===== src/rtl/core/akt_pkg.sv =====
// akt_pkg: shared types and constants for the active key table
// no dependencies; imported by akt_ram users and active_key_table_core
package akt_pkg;

  // default table capacity
  localparam int MaxKeysDef = 8;

  // command codes of an input word
  typedef enum logic [1:0] {
    CMD_PRESS   = 2'd0,
    CMD_RELEASE = 2'd1,
    CMD_QUERY   = 2'd2,
    CMD_FLUSH   = 2'd3
  } cmd_e;

  // one table entry as held in the entry ram
  typedef struct packed {
    logic [15:0] code;
    logic [31:0] down_time;
    logic [31:0] repeat_delay;
  } entry_t;

endpackage


===== src/rtl/core/akt_ram.sv =====
// akt_ram: generic single write, single read port ram with registered read
// no dependencies
module akt_ram #(
  parameter int Width = 8,
  parameter int Depth = 8
) (
  input  logic                                clk_i,
  input  logic                                we_i,
  input  logic [(Depth > 1 ? $clog2(Depth) : 1)-1:0] waddr_i,
  input  logic [Width-1:0]                    wdata_i,
  input  logic [(Depth > 1 ? $clog2(Depth) : 1)-1:0] raddr_i,
  output logic [Width-1:0]                    rdata_o
);

  logic [Width-1:0] mem_q [Depth];
  logic [Width-1:0] rdata_q;

  always_ff @(posedge clk_i) begin
    if (we_i) begin
      mem_q[waddr_i] <= wdata_i;
    end
    rdata_q <= mem_q[raddr_i];
  end

  assign rdata_o = rdata_q;

endmodule


===== src/rtl/core/active_key_table_core.sv =====
// active_key_table_core: table of held keys with sequential search
// depends on akt_pkg and akt_ram
//
// usage:
//   input channel (in_valid_i / in_stall_o) carries one command word: press,
//   release, query or flush, with a key code and two opaque 32-bit words
//   that a press stores. output channel (out_valid_o / out_stall_i) returns
//   exactly one result word per command: found, slot, key count, dropped.
//   a word moves at a rising edge with valid high and stall low.
//   one command is worked at a time; in_stall_o is high while it runs.
//   the entry ram has one read port, so the search compares one slot per
//   cycle from slot 0 upward, and a release that moves the last entry
//   passes through a move read and a move write state.
//   flush, a press on a full table and any command on an empty table skip
//   the search. the done state loads the result once the output is free.
//   the result sits in an output register, so a new command is taken while
//   a result still waits; a stalled receiver only holds the next result.
//   reset clears the entry count, the sequencer and the output valid; the
//   entry ram is not cleared, only slots below the count are ever read.
module active_key_table_core
  import akt_pkg::*;
#(
  parameter int MAX_KEYS = MaxKeysDef
) (
  input  logic        clk_i,
  input  logic        rst_ni,
  // command channel
  input  logic        in_valid_i,
  output logic        in_stall_o,
  input  logic [1:0]  command_i,
  input  logic [15:0] key_id_i,
  input  logic [31:0] down_time_i,
  input  logic [31:0] repeat_delay_i,
  // result channel
  output logic        out_valid_o,
  input  logic        out_stall_i,
  output logic        found_o,
  output logic [2:0]  slot_index_o,
  output logic [3:0]  key_count_o,
  output logic        dropped_o
);

  localparam int IDX_W = (MAX_KEYS > 1) ? $clog2(MAX_KEYS) : 1;
  localparam int CNT_W = $clog2(MAX_KEYS + 1);
  localparam logic [CNT_W-1:0] MAX_CNT = CNT_W'(MAX_KEYS);
  localparam logic [CNT_W-1:0] ONE_CNT = CNT_W'(1);

  // sequencer states
  localparam logic [2:0] S_IDLE  = 3'd0;
  localparam logic [2:0] S_SCAN  = 3'd1;
  localparam logic [2:0] S_MV_RD = 3'd2;
  localparam logic [2:0] S_MV_WR = 3'd3;
  localparam logic [2:0] S_DONE  = 3'd4;

  logic [2:0]       state_q, state_d;
  cmd_e             cmd_q, cmd_d;
  logic [15:0]      code_q, code_d;
  logic [31:0]      time_q, time_d;
  logic [31:0]      delay_q, delay_d;
  logic [CNT_W-1:0] count_q, count_d;
  logic [CNT_W-1:0] idx_q, idx_d;
  logic             pend_q, pend_d;
  logic             res_found_q, res_found_d;
  logic [IDX_W-1:0] res_slot_q, res_slot_d;
  logic             res_drop_q, res_drop_d;

  // output register
  logic             out_valid_q, out_valid_d;
  logic             out_found_q, out_found_d;
  logic [2:0]       out_slot_q, out_slot_d;
  logic [3:0]       out_count_q, out_count_d;
  logic             out_drop_q, out_drop_d;

  // entry ram port
  logic             ram_we;
  logic [IDX_W-1:0] ram_waddr;
  entry_t           ram_wdata;
  logic [IDX_W-1:0] ram_raddr;
  logic [$bits(entry_t)-1:0] ram_rdata;
  entry_t           rd_entry;

  logic             in_acc;
  logic             hit;
  logic [IDX_W-1:0] hit_slot;
  logic [IDX_W-1:0] last_idx;
  entry_t           in_entry;
  entry_t           held_entry;

  assign in_stall_o = (state_q != S_IDLE);
  assign in_acc     = in_valid_i && !in_stall_o;
  assign rd_entry   = ram_rdata;
  assign in_entry   = '{code: key_id_i, down_time: down_time_i,
                        repeat_delay: repeat_delay_i};
  assign held_entry = '{code: code_q, down_time: time_q, repeat_delay: delay_q};

  // compare stage sees the slot read issued in the previous cycle
  assign hit      = pend_q && (rd_entry.code == code_q);
  assign hit_slot = IDX_W'(idx_q - ONE_CNT);
  assign last_idx = IDX_W'(count_q - ONE_CNT);

  akt_ram #(
    .Width ($bits(entry_t)),
    .Depth (MAX_KEYS)
  ) u_entry_ram (
    .clk_i   (clk_i),
    .we_i    (ram_we),
    .waddr_i (ram_waddr),
    .wdata_i (ram_wdata),
    .raddr_i (ram_raddr),
    .rdata_o (ram_rdata)
  );

  always_comb begin
    state_d     = state_q;
    cmd_d       = cmd_q;
    code_d      = code_q;
    time_d      = time_q;
    delay_d     = delay_q;
    count_d     = count_q;
    idx_d       = idx_q;
    pend_d      = pend_q;
    res_found_d = res_found_q;
    res_slot_d  = res_slot_q;
    res_drop_d  = res_drop_q;
    ram_we      = 1'b0;
    ram_waddr   = idx_q[IDX_W-1:0];
    ram_wdata   = held_entry;
    ram_raddr   = idx_q[IDX_W-1:0];

    case (state_q)
      S_IDLE: begin
        if (in_acc) begin
          cmd_d       = cmd_e'(command_i);
          code_d      = key_id_i;
          time_d      = down_time_i;
          delay_d     = repeat_delay_i;
          res_found_d = 1'b0;
          res_slot_d  = '0;
          res_drop_d  = 1'b0;
          idx_d       = '0;
          pend_d      = 1'b0;
          case (cmd_e'(command_i))
            CMD_FLUSH: begin
              count_d = '0;
              state_d = S_DONE;
            end
            CMD_PRESS: begin
              if (count_q == MAX_CNT) begin
                // full table drops the press without a search
                res_drop_d = 1'b1;
                state_d    = S_DONE;
              end else if (count_q == '0) begin
                // empty table: append into slot 0 at once
                ram_we    = 1'b1;
                ram_waddr = '0;
                ram_wdata = in_entry;
                count_d   = ONE_CNT;
                state_d   = S_DONE;
              end else begin
                state_d = S_SCAN;
              end
            end
            default: begin
              if (count_q == '0) begin
                state_d = S_DONE;
              end else begin
                state_d = S_SCAN;
              end
            end
          endcase
        end
      end

      S_SCAN: begin
        if (hit) begin
          res_found_d = 1'b1;
          res_slot_d  = hit_slot;
          case (cmd_q)
            CMD_PRESS: begin
              // refresh time and delay words in place
              ram_we    = 1'b1;
              ram_waddr = hit_slot;
              state_d   = S_DONE;
            end
            CMD_RELEASE: begin
              if (hit_slot == last_idx) begin
                count_d = count_q - ONE_CNT;
                state_d = S_DONE;
              end else begin
                state_d = S_MV_RD;
              end
            end
            default: begin
              state_d = S_DONE;
            end
          endcase
        end else if (pend_q && (idx_q == count_q)) begin
          // every live slot compared, no match
          if (cmd_q == CMD_PRESS) begin
            ram_we     = 1'b1;
            ram_waddr  = count_q[IDX_W-1:0];
            res_slot_d = count_q[IDX_W-1:0];
            count_d    = count_q + ONE_CNT;
          end
          state_d = S_DONE;
        end else begin
          ram_raddr = idx_q[IDX_W-1:0];
          idx_d     = idx_q + ONE_CNT;
          pend_d    = 1'b1;
        end
      end

      S_MV_RD: begin
        ram_raddr = last_idx;
        state_d   = S_MV_WR;
      end

      S_MV_WR: begin
        // last entry fills the released slot
        ram_we    = 1'b1;
        ram_waddr = res_slot_q;
        ram_wdata = rd_entry;
        count_d   = count_q - ONE_CNT;
        state_d   = S_DONE;
      end

      S_DONE: begin
        if (!out_valid_q || !out_stall_i) begin
          state_d = S_IDLE;
        end
      end

      default: begin
        state_d = S_IDLE;
      end
    endcase
  end

  // output register loads when the sequencer leaves the done state
  always_comb begin
    out_valid_d = out_valid_q && out_stall_i;
    out_found_d = out_found_q;
    out_slot_d  = out_slot_q;
    out_count_d = out_count_q;
    out_drop_d  = out_drop_q;
    if ((state_q == S_DONE) && (!out_valid_q || !out_stall_i)) begin
      out_valid_d = 1'b1;
      out_found_d = res_found_q;
      out_slot_d  = 3'(res_slot_q);
      out_count_d = 4'(count_q);
      out_drop_d  = res_drop_q;
    end
  end

  always_ff @(posedge clk_i or negedge rst_ni) begin
    if (!rst_ni) begin
      state_q     <= S_IDLE;
      count_q     <= '0;
      idx_q       <= '0;
      pend_q      <= 1'b0;
      out_valid_q <= 1'b0;
    end else begin
      state_q     <= state_d;
      count_q     <= count_d;
      idx_q       <= idx_d;
      pend_q      <= pend_d;
      out_valid_q <= out_valid_d;
    end
  end

  // payload and result staging, no reset needed
  always_ff @(posedge clk_i) begin
    cmd_q       <= cmd_d;
    code_q      <= code_d;
    time_q      <= time_d;
    delay_q     <= delay_d;
    res_found_q <= res_found_d;
    res_slot_q  <= res_slot_d;
    res_drop_q  <= res_drop_d;
    out_found_q <= out_found_d;
    out_slot_q  <= out_slot_d;
    out_count_q <= out_count_d;
    out_drop_q  <= out_drop_d;
  end

  assign out_valid_o  = out_valid_q;
  assign found_o      = out_found_q;
  assign slot_index_o = out_slot_q;
  assign key_count_o  = out_count_q;
  assign dropped_o    = out_drop_q;

  // count stays within capacity
  a_count_range: assert property (@(posedge clk_i) disable iff (!rst_ni)
    count_q <= MAX_CNT)
    else $error("entry count above capacity");

  // a flush empties the table
  a_flush_clears: assert property (@(posedge clk_i) disable iff (!rst_ni)
    (in_acc && (command_i == CMD_FLUSH)) |=> (count_q == '0))
    else $error("flush did not clear the count");

  // a press on a full table leaves the count alone
  a_full_press_kept: assert property (@(posedge clk_i) disable iff (!rst_ni)
    (in_acc && (command_i == CMD_PRESS) && (count_q == MAX_CNT)) |=> $stable(count_q))
    else $error("dropped press changed the count");

  // the ram is only written while a command is worked
  a_write_busy: assert property (@(posedge clk_i) disable iff (!rst_ni)
    (ram_we && (state_q != S_IDLE)) |-> (ram_waddr < count_d || state_q == S_MV_WR
      || cmd_q == CMD_PRESS))
    else $error("entry write outside the live slots");

  // a dropped press reports no match and slot zero
  a_drop_result: assert property (@(posedge clk_i) disable iff (!rst_ni)
    (out_valid_o && dropped_o) |-> (!found_o && (slot_index_o == 3'd0)))
    else $error("dropped result carries a match");

endmodule

===== config.mk =====
export PLATFORM = sky130hd
export DESIGN_NAME = active_key_table_core
export DESIGN_NICKNAME = d
export VERILOG_FILES = /design/src/rtl/core/akt_pkg.sv /design/src/rtl/core/akt_ram.sv /design/src/rtl/core/active_key_table_core.sv
export SDC_FILE = /design/constraint.sdc
export NUM_CORES = 1
export LEC_CHECK = 0
export ABC_CLOCK_PERIOD_IN_PS = 4370
export BUFFER_PORTS_ARGS = -buffer_cell sky130_fd_sc_hd__buf_2
export CELL_PAD_IN_SITES_DETAIL_PLACEMENT = 2
export CELL_PAD_IN_SITES_GLOBAL_PLACEMENT = 2
export CORE_MARGIN = 2
export CORE_UTILIZATION = 40
export CTS_CLUSTER_DIAMETER = 50
export DETAILED_ROUTE_END_ITERATION = 8
export PLACE_DENSITY = 0.73
export SLEW_MARGIN = 20
export SYNTH_ARGS = -nofsm -noshare
export SYNTH_HDL_FRONTEND = slang
export SYNTH_SLANG_ARGS = --single-unit

===== constraint.sdc =====
create_clock -name clk_i -period 4.37 [get_ports clk_i]
set_input_delay 0.6555 -clock clk_i [delete_from_list [all_inputs] [get_ports clk_i]]
set_output_delay 0.6555 -clock clk_i [all_outputs]
set_load 0.05 [all_outputs]

* Word-level counts from Yosys, hierarchy flattened *
Memories as Yosys holds them, arrays and structs flattened. A register that Yosys moved wholly into a read port is not among the register bits.
Cells that the tools add are included.

word-level totals
  register bits = 109
  RAM bits = 640
  logic and storage cells = 127
  memories kept = 1

cells by class
  $add $sub $neg = 4
  eq/ne operators = 22
  muxes and demuxes = 62
  reductions and logical operators = 22

memory list
  name               words  bits a word  rd ports  clocked after memory_dff  wr ports  line           source
  u_entry_ram.mem_q  8      80           1         1                         1         akt_ram.sv:15  logic [Width-1:0] mem_q [Depth];

operator list
  operator               count
  $mux W80               4
  $pmux W80 S2           1
  $mux W3                21
  $mux W4                11
  $eq A16 B16 Y1         1
  $pmux W4 S2            2
  $mux W1                15
  $ne A3 B3 Y1 const B   5
  $pmux W3 S5            1
  $pmux W3 S2            2
  $pmux W4 S3            1
  $pmux W3 S3            1
  $reduce_and A9 Y1      1
  $add A4 B1 Y4 const B  2
  $ne A2 B2 Y1 const B   4
  $reduce_and A4 Y1      2
  $eq A3 B2 Y1 const B   2
  $reduce_and A3 Y1      2
  $reduce_bool A3 Y1     2
  $logic_and A1 B1 Y1    5
  $eq A4 B4 Y1           1
  $eq A4 B4 Y1 const B   1
  $logic_not A2 Y1       2
  $logic_not A4 Y1       1
  17 further kinds       20

* Longest topological paths before layout *
Gate-level depths: netlist of the first run.

  depth in word-level cells = 8
  mapped depth = 10
  mapped depth without buffers = 9

* By module *
From an unflattened synthesis of the first run, not the netlist that was laid out.

unflattened totals
  cell total of the unflattened synthesis = 1583
  area, all modules = 31416.4 µm²

modules (own cells, without submodules)
  module                 instances  cells each  area each (µm²)  seq. area each (µm²)
  akt_ram                1          1018        25654.6          20820.0
  active_key_table_core  1          565         5761.8           3208.1

* Worst setup path after synthesis of the first run *
Ideal clock, no wire load.

  path kind = input -> register
  from = in command_i[0]
  to = mem u_entry_ram.mem_q[0][64] (netlist bit), enable pin
  library setup time = 388 ps
  data arrival time = 2673 ps
  data required time = 3982 ps
  path slack = 1308 ps
  cell stages on the path = 9
  buffers on the path = 0
  cells stage by stage = inv_1 -> ha_1 -> and4bb_1 -> a21oi_1 -> o21bai_1 -> a221oi_1 -> o211a_1 -> nand2_1 -> nor2_1

between the ends
  word-level cells in the longest chain between the ends = 6

RTL lines
  what                           line                          source
  start: declaration             active_key_table_core.sv:30   input logic [1:0] command_i,
  $logic_not A2 Y1 *             active_key_table_core.sv:142  case (cmd_e'(command_i))
  $mux W1                        active_key_table_core.sv:142
  $mux W1                        active_key_table_core.sv:132  if (in_acc) begin
  $pmux W1 S3                    active_key_table_core.sv:130  case (state_q)
  $mux W1                        akt_ram.sv:19                 if (we_i) begin
  $mux W1 (implied by the code)  akt_ram.sv:20                 mem_q[waddr_i] <= wdata_i;
  end: declaration               akt_ram.sv:15

Mark *: on every way between the ends. The rest lies on a longest branch, timed or not.

* Worst setup path after layout of the first run *
  from = reg state_q[1]
  to = reg u_entry_ram.rdata_q[76], in the netlist u_entry_ram.rdata_o[76] (read register of u_entry_ram.mem_q)

between the ends
  word-level cells in the longest chain between the ends = 2

RTL lines
  what                      line                          source
  start: declaration        active_key_table_core.sv:55   logic [2:0] state_q, state_d;
  start signal: assignment  active_key_table_core.sv:263  state_q <= state_d;
  $eq A3 B2 Y1              active_key_table_core.sv:130
  $mux W3                   -
  end: declaration          akt_ram.sv:16                 logic [Width-1:0] rdata_q;

Every way passes these cells.
A chain may end at the register's enable or synchronous reset.

==> impl_metrics.csv, run 1 <==
group,metric,value,unit
worst_setup_path,timing_worst_setup_path_type,"reg -> reg",
detailed_routing,drcViolationCount,0,
clocking,cts-root-to-sink-buffers,2,
timing,grt_setup_unrepaired,"no",
clocking,cts-resized-gates,0,
synth,yosysUniqueCellTypes,50,
clocking,clock_latency,440,ps
power_and_ir_drop,power_leakage,0.00315,uW
synth,synth.area.top_cells,"sky130_fd_sc_hd__edfxtp_1, sky130_fd_sc_hd__mux4_2, sky130_fd_sc_hd__dfrtp_1",
timing,timing.final.hold_violations,0,
final_layout,non_filler_instances,826,
placement,place_worst_setup_slack,1020,ps
die,floorplan.die_area,21000,sq um
placement,placedCellCount,794,
power_and_ir_drop,cellPowerDensity,631,nW/um^2
timing,finalMaxSlewViolations,0,
worst_setup_path,critPathMaxFanout,13,
detailed_routing,via_per_inst,5.57,
worst_setup_path,worstReg2RegEnd,"u_entry_ram.rdata_o[76]",
synth,yosys_warning_count,0,
timing,tightest_slew,1110,ps
global_routing,grt_first_pass_wirelength,32.4,mm
synth,yosys.area.top_type_share,0.606,
final_layout,layout.area.seq,5450,sq um
clocking,post_cts_hold_buffer_count,0,
worst_setup_path,critical_path_arrival,3660,ps
synth,avgSynthCellArea,15.7,sq um
synth,synth-main-ff-cell,"sky130_fd_sc_hd__edfxtp_1",
synth,yosysMostFrequentCell,"sky130_fd_sc_hd__edfxtp_1",
clocking,clkSlewWorstSetupHoldPaths,80,ps
die,start_util,0.407,
worst_setup_path,r2r_slack,1040,ps
worst_setup_path,critPathLaunchType,"register",
global_routing,antenna_violations_before_repair,0,
synth,synthesis.area,7920,sq um
synth,postSynthNetCount,598,
placement,routabilityCongestion,0.780,
die,floorplan.core_area,19500,sq um
synth,yosys-mux-area-fraction,0.119,
timing,timing.setup.tns,0,ps
detailed_routing,routed_wire_length_per_instance,25.8,microns
synth,synth_area_in_simple_gates,0.0682,
detailed_routing,num_vias,4601,
final_layout,area_taken_by_multi_input_logic_gates,2310,sq um
synth,yosys-top-cells-count,"sky130_fd_sc_hd__edfxtp_1, sky130_fd_sc_hd__nand2_1, sky130_fd_sc_hd__mux4_2, sky130_fd_sc_hd__nor2_1, sky130_fd_sc_hd__xnor2_1",
detailed_routing,postRouteAntennaNets,0,
synth,synth_cells,506,
final_layout,final_nets,640,
global_routing,first_global_vias,5312,
final_layout,final_util,0.466,
synth,synth.yosys.seq_area_share,0.688,
global_routing,largest_net_degree_at_the_start_of_global_routing,33,
timing,slew-limit-headroom,0.257,
synth,synth_top_family_by_area,"multiplexers",
synth,synth_edf_count,160,
worst_setup_path,crit-reg2reg-launch,"state_q[1]",
synth,share_of_the_synthesized_netlist_area_taken_by_xor_and_xnor_gates,0.0298,
worst_setup_path,reg2reg_depth,6,
detailed_routing,drt_first_pass_iters,4,
timing,final_period_minus_worst_setup_slack,3330,ps
final_layout,fraction_of_layout_instances_using_a_drive_strength_above_1,0.241,
hold_path,hold_path_class,"in -> async",
timing,finalSetupViolCount,0,
clocking,cts_setup_buffers,0,
timing,final_min_period_over_clock_period,0.762,
die,fp.dieW,145,microns
synth,yosysTopAreaCell,"sky130_fd_sc_hd__edfxtp_1",
clocking,cts_tree,"yes",
synth,number_of_register_bits_inferred_by_synthesis,189,
clocking,cts_buffers,17,
final_layout,num-fill-cells,1823,
synth,compound_gate_fraction_of_synth_area,0.0627,
worst_setup_path,critical_path.endpoint_type,"register",
final_layout,synthesis_to_finish_area_growth,14.5,%
synth,async_reset_ff_frac,0.0688,
clocking,clock-root-buffer,"sky130_fd_sc_hd__clkbuf_16",
flow_run,max_cap_viol_count,0,
final_layout,antenna_cells_inserted,0,
global_routing,groute.usage.overall,0.218,
global_routing,global_route.overflow_total,0,
clocking,cts_sinks,189,
placement,io_buffers,32,
placement,half_perimeter_wire_length_of_the_detailed_placement_result,13.1,mm
detailed_routing,first_iter_violations,256,
die,floorplan.io_pins,97,
timing,fmax,0.300,GHz
timing,finClkSkew,11.8,ps
detailed_routing,drt_wl_total,21.3,mm
outcome,outcome,"finished, final reports clean",
timing,finalWorstSetupSlack,1040,ps
synth,post_synth_fa_ha_maj_area_fraction,0.00947,
die,num_rows,51,
power_and_ir_drop,vdd.ir_drop.worst,289,uV
die,die-height,145,microns
worst_setup_path,cp_data_required_time,4690,ps
clocking,cts-htree-levels,4,
[kinds of logic (layout without fill, tap and decap cells)]
kind of cell / Yosys count / after routing
adder cells (fa/ha/maj): 6 / 6
flip-flops: 189 / 189
XOR/XNOR: 27 / 27
multiplexers: 52 / 52
buffers and inverters: 40 / 95
AND/OR/NAND/NOR: 119 / 119
AO/OA/AOI/OAI: 73 / 73
[sequential cells by signal, summed over array words and instances, names as in the netlist]
signal,flops
res_drop_q,1
count_q,4
code_q,16
slot_index_o,3
state_q,3
res_slot_q,3
u_entry_ram.mem_q,128
key_count_o,4
idx_q,4
found_o,1
out_valid_o,1
dropped_o,1
pend_q,1
u_entry_ram.rdata_o,16
cmd_q,2
res_found_q,1
[critical path, cell delays in order, from the launching register on]
cell,delay [ps]
sky130_fd_sc_hd__dfrtp_1,670
sky130_fd_sc_hd__inv_2,120
sky130_fd_sc_hd__or3_1,570
sky130_fd_sc_hd__a21oi_4,600
sky130_fd_sc_hd__buf_4,400
sky130_fd_sc_hd__mux4_2,530
sky130_fd_sc_hd__mux2_2,300
[layout by cell type (no fill, tap or decap), types with 7 or more instances in the layout]
master                        n
sky130_fd_sc_hd__a21oi_1     15
sky130_fd_sc_hd__a22oi_1     16
sky130_fd_sc_hd__buf_2       32
sky130_fd_sc_hd__buf_4       17
sky130_fd_sc_hd__clkbuf_16   17
sky130_fd_sc_hd__dfrtp_1     13
sky130_fd_sc_hd__dfxtp_1     16
sky130_fd_sc_hd__edfxtp_1   160
sky130_fd_sc_hd__inv_1       12
sky130_fd_sc_hd__mux2_2      16
sky130_fd_sc_hd__mux4_2      32
sky130_fd_sc_hd__nand2_1     54
sky130_fd_sc_hd__nand2b_1     7
sky130_fd_sc_hd__nand3_1      9
sky130_fd_sc_hd__nor2_1      25
sky130_fd_sc_hd__o21ai_0      8
sky130_fd_sc_hd__xnor2_1     21
[worst max-delay path by stage]
stage / depth (start not counted) / slack (ps) / to / startpoint
finish: 6 / 1040 / u_entry_ram.rdata_o[76] / state_q[1]
detailed placement: 6 / 1020 / u_entry_ram.rdata_o[76] / state_q[1]
global placement: 6 / 1120 / u_entry_ram.rdata_o[76] / state_q[1]
global route: 6 / 870 / u_entry_ram.rdata_o[66] / state_q[1]
floorplan: 9 / 1310 / u_entry_ram.mem_q[0][64] / command_i[0]
CTS: 6 / 990 / u_entry_ram.rdata_o[76] / state_q[1]
[area by class of cell]
| type | instances | area share |
|---|---|---|
| Tap cell | 265 | 0.0365 |
| Clock buffer | 17 | 0.0469 |
| Multi-Input combinational cell | 277 | 0.255 |
| Inverter | 14 | 0.00579 |
| Sequential cell | 189 | 0.601 |
| Timing Repair Buffer | 49 | 0.0317 |
| Clock inverter | 15 | 0.0234 |
[metal layers]
layer / up-vias / routed length, microns / global-route usage
met2: 96 / 11600 / 0.411
met5: - / 0 / 0
li1: 2025 / - / -
met3: 31 / 633 / 0.0342
met1: 2449 / 8720 / 0.250
met4: 0 / 382 / 0.0741
[stage by stage]
stage | area, sq um | hold WS (ps) | total power [uW]
after floorplan | 7920 | 360 | 3640
after global placement | 8440 | 404 | 4000
after detailed placement | 8440 | 409 | 4110
after CTS | 9070 | 125 | 5770
after global routing | 9070 | 125 | 5990
final | 9070 | 129 | 5720
[power breakdown]
part / leakage, uW / internal (uW) / switching [uW] / total, uW
combinational: 0.00109 / 628 / 949 / 1580
sequential: 0.00176 / 2280 / 229 / 2510
clock: 0.000308 / 841 / 798 / 1640
total: 0.00315 / 3750 / 1980 / 5720
No activity file was read; power rests on OpenSTA's default activity.
==> inputs of run 2 (changes only) <==
- ABC_CLOCK_PERIOD_IN_PS: 4370 -> 3300
- clock period: 4.37 -> 3.3 ns (I/O delays scaled with it)
==> run 2 against run 1 <==
- wire length shrank 1.9%
- clock skew is 1.7 ps higher
- clock power grew 26%
- fmax increased by 20%
- sequential power grew 29%
- die area unchanged
- non-clock buffer count is 10 higher
- critical endpoint is now count_q[0]
==> impl_metrics.csv, run 2 (synthesis gave the netlist of run 1 again) <==
group,metric,value,unit
timing,finalMaxSlewViolations,0,
detailed_routing,drt_first_pass_iters,5,
global_routing,first_global_vias,5306,
worst_setup_path,critPathLaunchType,"register",
flow_run,max_cap_viol_count,0,
clocking,cts-root-to-sink-buffers,2,
die,floorplan.die_area,21000,sq um
timing,tightest_slew,939,ps
timing,slew-limit-headroom,0.374,
worst_setup_path,timing_worst_setup_path_type,"reg -> reg",
power_and_ir_drop,total_power,7540,uW
power_and_ir_drop,swShare,0.342,
clocking,clkSlewWorstSetupHoldPaths,80,ps
power_and_ir_drop,sequentialPowerShare,0.429,
detailed_routing,via_per_inst,5.54,
timing,final_period_minus_worst_setup_slack,2780,ps
power_and_ir_drop,cellPowerDensity,818,nW/um^2
detailed_routing,routed_wire_length_per_instance,25.0,microns
placement,half_perimeter_wire_length_of_the_detailed_placement_result,13.0,mm
clocking,cts_tree,"yes",
final_layout,max_flop_register,"u_entry_ram.mem_q",
clocking,cts_sinks,189,
power_and_ir_drop,power.clock.fraction,0.274,
global_routing,antenna_violations_before_repair,0,
worst_setup_path,worst_path_max_delay_cell,"sky130_fd_sc_hd__dfrtp_1",
global_routing,grt_first_pass_wirelength,32.1,mm
power_and_ir_drop,vdd.ir_drop.worst,375,uV
worst_setup_path,crit_path_max_incr_delay,540,ps
die,fp.dieW,145,microns
worst_setup_path,critical_path.endpoint_type,"register",
die,num_rows,51,
final_layout,non_filler_instances,836,
outcome,outcome,"finished, final reports clean",
power_and_ir_drop,cell_internal_pwr,4960,uW
worst_setup_path,critPathTopFamily,"compound AO/OA/AOI/OAI gates",
detailed_routing,drt_wl_total,20.9,mm
worst_setup_path,worstPathBufferInverterCount,1,
timing,final_min_period_over_clock_period,0.842,
worst_setup_path,critPathMaxFanout,8,
timing,finalSetupViolCount,0,
worst_setup_path,cp_data_required_time,3620,ps
timing,timing.final.hold_violations,0,
clocking,cts_setup_buffers,0,
die,die-height,145,microns
global_routing,global_route.overflow_total,0,
placement,routabilityCongestion,0.784,
final_layout,largest_register_ff_count,128,
timing,timing.setup.tns,0,ps
clocking,clock-root-buffer,"sky130_fd_sc_hd__clkbuf_16",
clocking,cts-htree-levels,4,
worst_setup_path,critical_path_arrival,3100,ps
final_layout,synthesis_to_finish_area_growth,16.3,%
die,start_util,0.407,
detailed_routing,postRouteAntennaNets,0,
detailed_routing,num_vias,4633,
power_and_ir_drop,net-switching-power,2580,uW
power_and_ir_drop,pwr-share-comb,0.298,
clocking,cts_buffers,17,
timing,grt_setup_unrepaired,"no",
hold_path,hold_path_class,"in -> reg",
detailed_routing,drcViolationCount,0,
die,floorplan.core_area,19500,sq um
final_layout,antenna_cells_inserted,0,
global_routing,groute.usage.overall,0.215,
worst_setup_path,path_cells,"inv_1, ha_1, xnor2_1, xor2_1, and3_1, a41o_1, o21ai_1, nor3_1, a211o_1",
placement,placedCellCount,803,
power_and_ir_drop,power_leakage,0.00321,uW
final_layout,fraction_of_layout_instances_using_a_drive_strength_above_1,0.250,
final_layout,layout.cells.most_common,"sky130_fd_sc_hd__edfxtp_1",
final_layout,final_cell_mix,"sky130_fd_sc_hd__edfxtp_1, sky130_fd_sc_hd__nand2_1, sky130_fd_sc_hd__mux4_2, sky130_fd_sc_hd__buf_2, sky130_fd_sc_hd__nor2_1",
placement,io_buffers,32,
timing,finClkSkew,13.5,ps
global_routing,largest_net_degree_at_the_start_of_global_routing,33,
final_layout,num-fill-cells,1835,
die,floorplan.io_pins,97,
detailed_routing,first_iter_violations,271,
final_layout,final_nets,650,
timing,fmax,0.360,GHz
clocking,clock_latency,450,ps
==> run 2: changes by cell type in the layout (fill, tap and decap cells not counted), moves of 2 or more <==
cell / previous run / this run
sky130_fd_sc_hd__inv_8: 3 / 5
sky130_fd_sc_hd__clkinv_8: 6 / 3
sky130_fd_sc_hd__buf_12: 0 / 10
sky130_fd_sc_hd__clkinvlp_4: 0 / 2
==> run 2: timing repair <==
action	CTS	global route
resized for setup	0	0
endpoints found under the hold margin	13	0
hold buffers	1	0
==> run 2: through the flow <==
step	setup slack [ps]	hold slack [ps]	util	cell area, sq um
floorplan	311	199	-	7920
global placement	391	404	0.443	8620
detailed placement	271	405	0.443	8620
CTS	495	231	0.474	9220
global route	327	243	0.474	9220
finish	522	251	0.474	9220
==> run 2: path summary, 6_finish.rpt <==
kind	to	startpoint	slack, ps	cells after the start
setup / recovery	count_q[0]	idx_q[1]	520	9
hold / removal	code_q[3]	key_id_i[3]	250	1
setup reg to reg	count_q[0]	idx_q[1]	520	9
hold reg to reg	dropped_o	res_drop_q	420	0
max in group asynchronous	count_q[0]	rst_ni	2500	2
min in group asynchronous	idx_q[0]	rst_ni	500	2
==> run 2: per-layer routing <==
layer  track usage  part of all wire  vias to the layer above
li1              -                 -                     2055
met1         0.252              0.41                     2463
met2         0.397              0.54                       84
met3        0.0378             0.025                       31
met4        0.0756             0.021                        0
met5             0                 0                        -
==> run 2: power groups by stage <==
stage / clock (uW) / combinational, uW / sequential [uW]
floorplan: 0 / 1480 / 3340
global placement: 0 / 2130 / 3250
detailed placement: 0 / 2250 / 3280
CTS: 2110 / 2280 / 3230
global route: 2180 / 2450 / 3270
finish: 2060 / 2240 / 3230
==> run 2: cell type report <==
cell class / count / area, sq um / share of cell area
inverter: 14 / 52.6 / 0.00570
multi-input combinational: 277 / 2300 / 0.250
clock inverter: 13 / 146 / 0.0159
sequential: 189 / 5450 / 0.591
clock buffer: 19 / 443 / 0.0480
timing repair buffer: 59 / 490 / 0.0532
tap: 265 / 332 / 0.0360
==> run 2: worst register-to-register path, stage by stage (launching register included) <==
cell and delay, ps:
sky130_fd_sc_hd__dfrtp_1 540, sky130_fd_sc_hd__inv_1 120, sky130_fd_sc_hd__ha_1 230, sky130_fd_sc_hd__xnor2_1 310
sky130_fd_sc_hd__xor2_1 140, sky130_fd_sc_hd__and3_1 220, sky130_fd_sc_hd__a41o_1 250, sky130_fd_sc_hd__o21ai_1 450
sky130_fd_sc_hd__nor3_1 90, sky130_fd_sc_hd__a211o_1 300
==> inputs of run 3 (changes only) <==
- ABC_CLOCK_PERIOD_IN_PS: 3300 -> 2560
- clock period: 3.3 -> 2.56 ns (I/O delays scaled with it)
==> run 3 against run 2 <==
- largest cell class unchanged
- flip-flop and latch count stayed put
- fmax rose by 13%
- critical path depth is 1 higher
- sequential share of layout area decreased by 2.7 points
- hold slack worse by 110 ps
- die area did not move
- clock-buffer cell count unchanged
- sequential power rose by 29%
==> impl_metrics.csv, run 3 (synthesis gave the netlist of run 1 again) <==
group,metric,value,unit
worst_setup_path,critical_path.endpoint_type,"register",
worst_setup_path,cp_data_required_time,2690,ps
global_routing,global_route.overflow_total,0,
worst_setup_path,critPathLaunchType,"register",
detailed_routing,via_per_inst,5.48,
final_layout,max_flop_register,"u_entry_ram.mem_q",
timing,grt_setup_unrepaired,"yes",
detailed_routing,routed_wire_length_per_instance,25.8,microns
power_and_ir_drop,cell_internal_pwr,6750,uW
worst_setup_path,crit-reg2reg-launch,"count_q[1]",
clocking,clock_latency,440,ps
timing,fmax,0.407,GHz
die,fp.dieW,145,microns
final_layout,largest_register_ff_count,128,
worst_setup_path,r2r_slack,100,ps
timing,slew-limit-headroom,0.689,
global_routing,grt_first_pass_wirelength,33.4,mm
timing,finClkSkew,18.7,ps
power_and_ir_drop,vdd.ir_drop.worst,479,uV
timing,finalMaxSlewViolations,0,
timing,final_min_period_over_clock_period,0.961,
detailed_routing,drt_wl_total,22.3,mm
detailed_routing,postRouteAntennaNets,0,
hold_path,worst_hold_startpoint,"key_id_i[3]",
die,num_rows,51,
clocking,cts_buffers,17,
power_and_ir_drop,swShare,0.339,
worst_setup_path,reg2reg_depth,10,
timing,final_period_minus_worst_setup_slack,2460,ps
worst_setup_path,timing_worst_setup_path_type,"reg -> reg",
power_and_ir_drop,cellPowerDensity,1060,nW/um^2
die,floorplan.die_area,21000,sq um
worst_setup_path,startpoint,"count_q[1]",
global_routing,groute.usage.overall,0.227,
placement,routabilityCongestion,0.803,
clocking,clock-root-buffer,"sky130_fd_sc_hd__clkbuf_16",
detailed_routing,num_vias,4734,
final_layout,synthesis_to_finish_area_growth,21.8,%
power_and_ir_drop,pwr-share-comb,0.331,
power_and_ir_drop,power_leakage,0.00342,uW
worst_setup_path,worstReg2RegEnd,"u_entry_ram.mem_q[4][70]",
outcome,outcome,"finished, final reports clean",
placement,half_perimeter_wire_length_of_the_detailed_placement_result,14.0,mm
final_layout,final_nets,678,
worst_setup_path,worst_path_max_delay_cell,"sky130_fd_sc_hd__dfrtp_1",
detailed_routing,drt_first_pass_iters,4,
power_and_ir_drop,total_power,10200,uW
clocking,cts_sinks,189,
hold_path,hold_path_class,"in -> reg",
global_routing,antenna_violations_before_repair,0,
timing,tightest_slew,467,ps
worst_setup_path,critical_path_arrival,2590,ps
placement,placed_cell_area,8880,sq um
worst_setup_path,path_cells,"inv_2, ha_4, and4bb_4, a21oi_4, o21bai_4, a221oi_2, o211a_1, nand2_1, nor2_4, buf_12",
timing,fin_worst_hold_slack,142,ps
worst_setup_path,crit_path_max_incr_delay,400,ps
clocking,cts_tree,"yes",
global_routing,largest_net_degree_at_the_start_of_global_routing,33,
global_routing,first_global_vias,5356,
die,floorplan.core_area,19500,sq um
detailed_routing,drcViolationCount,0,
power_and_ir_drop,net-switching-power,3470,uW
final_layout,final_cell_area,9650,sq um
final_layout,layout.cells.most_common,"sky130_fd_sc_hd__edfxtp_1",
timing,timing.final.hold_violations,0,
clocking,clkSlewWorstSetupHoldPaths,80,ps
power_and_ir_drop,sequentialPowerShare,0.407,
detailed_routing,first_iter_violations,240,
hold_path,min_to,"code_q[3]",
placement,io_buffers,32,
final_layout,fraction_of_layout_instances_using_a_drive_strength_above_1,0.332,
clocking,cts-root-to-sink-buffers,2,
power_and_ir_drop,power.clock.fraction,0.262,
timing,finalSetupViolCount,0,
die,floorplan.io_pins,97,
clocking,cts-htree-levels,4,
final_layout,antenna_cells_inserted,0,
final_layout,final_cell_mix,"sky130_fd_sc_hd__edfxtp_1, sky130_fd_sc_hd__nand2_1, sky130_fd_sc_hd__buf_4",
die,die-height,145,microns
hold_path,min_path_cells,1,
die,start_util,0.407,
worst_setup_path,critPathMaxFanout,16,
flow_run,max_cap_viol_count,0,
run 3: cell count changes in the layout (fill, tap and decap cells not counted), moves of 3 or more:
cell | previous run | this run
sky130_fd_sc_hd__buf_12 | 10 | 13
sky130_fd_sc_hd__buf_4 | 16 | 39
sky130_fd_sc_hd__nor2_1 | 25 | 17
sky130_fd_sc_hd__nor2_4 | 0 | 8
sky130_fd_sc_hd__xnor2_1 | 21 | 18
sky130_fd_sc_hd__xnor2_2 | 0 | 3
run 3: area by class of cell:
class | instances | area (sq um)
inverters | 14 | 52.6
multi-input cells | 277 | 2480
clock inverters | 13 | 148
repair buffers | 87 | 746
fillers | 1803 | 9810
well taps | 265 | 332
flip-flops and latches | 189 | 5450
clock buffers | 19 | 443
run 3: power by group through the flow:
stage	clock, uW	sequential, uW	combinational, uW
after CTS	2730	4150	3390
after global placement	0	4160	3020
after floorplan	0	4310	1970
after detailed placement	0	4200	3180
after global routing	2810	4200	3660
final	2670	4160	3380
run 3: repair_timing:
action,CTS,global route
endpoints found under the hold margin,13,0
setup endpoints to repair,128,132
resized for setup,16,11
pin swaps,4,6
buffers inserted,6,1
gates cloned,1,0
hold buffers,1,0
run 3: worst max-delay path, delay by kind of cell (launching register included):
family	cells	cell delay, ps
simple gates	3	620
compound gates	4	740
buf+inv	2	270
flops	1	400
fa+ha+maj	1	120
run 3: worst max-delay path by stage:
| stage | slack, ps | cells after the start | end |
|---|---|---|---|
| 2_1_floorplan | 30 | 10 | u_entry_ram.mem_q[2][64] |
| 3_3_place_gp | -50 | 11 | u_entry_ram.mem_q[2][71] |
| 3_5_place_dp | -200 | 11 | u_entry_ram.mem_q[6][77] |
| 4_1_cts | -9 | 12 | u_entry_ram.mem_q[6][64] |
| 5_1_grt | -70 | 9 | u_entry_ram.mem_q[4][75] |
| 6_report | 100 | 10 | u_entry_ram.mem_q[4][70] |
run 3: through the flow:
stage               std cells  setup WS (ps)   util  setup TNS (ps)
CTS                       865          -9.29  0.495           -74.5
global route              864          -65.6  0.496           -5100
finish                    864            100  0.496               0
detailed placement        825           -204  0.456          -16670
global placement          825          -54.4  0.456           -2850
floorplan                 506           31.3      -               0
run 3: routing by layer:
layer  vias up  GRT usage  share of wire
met2        98      0.418           0.54
met5         -          0              0
met1      2507      0.269           0.40
li1       2100          -              -
met3        29     0.0355          0.035
met4         0     0.0777          0.017
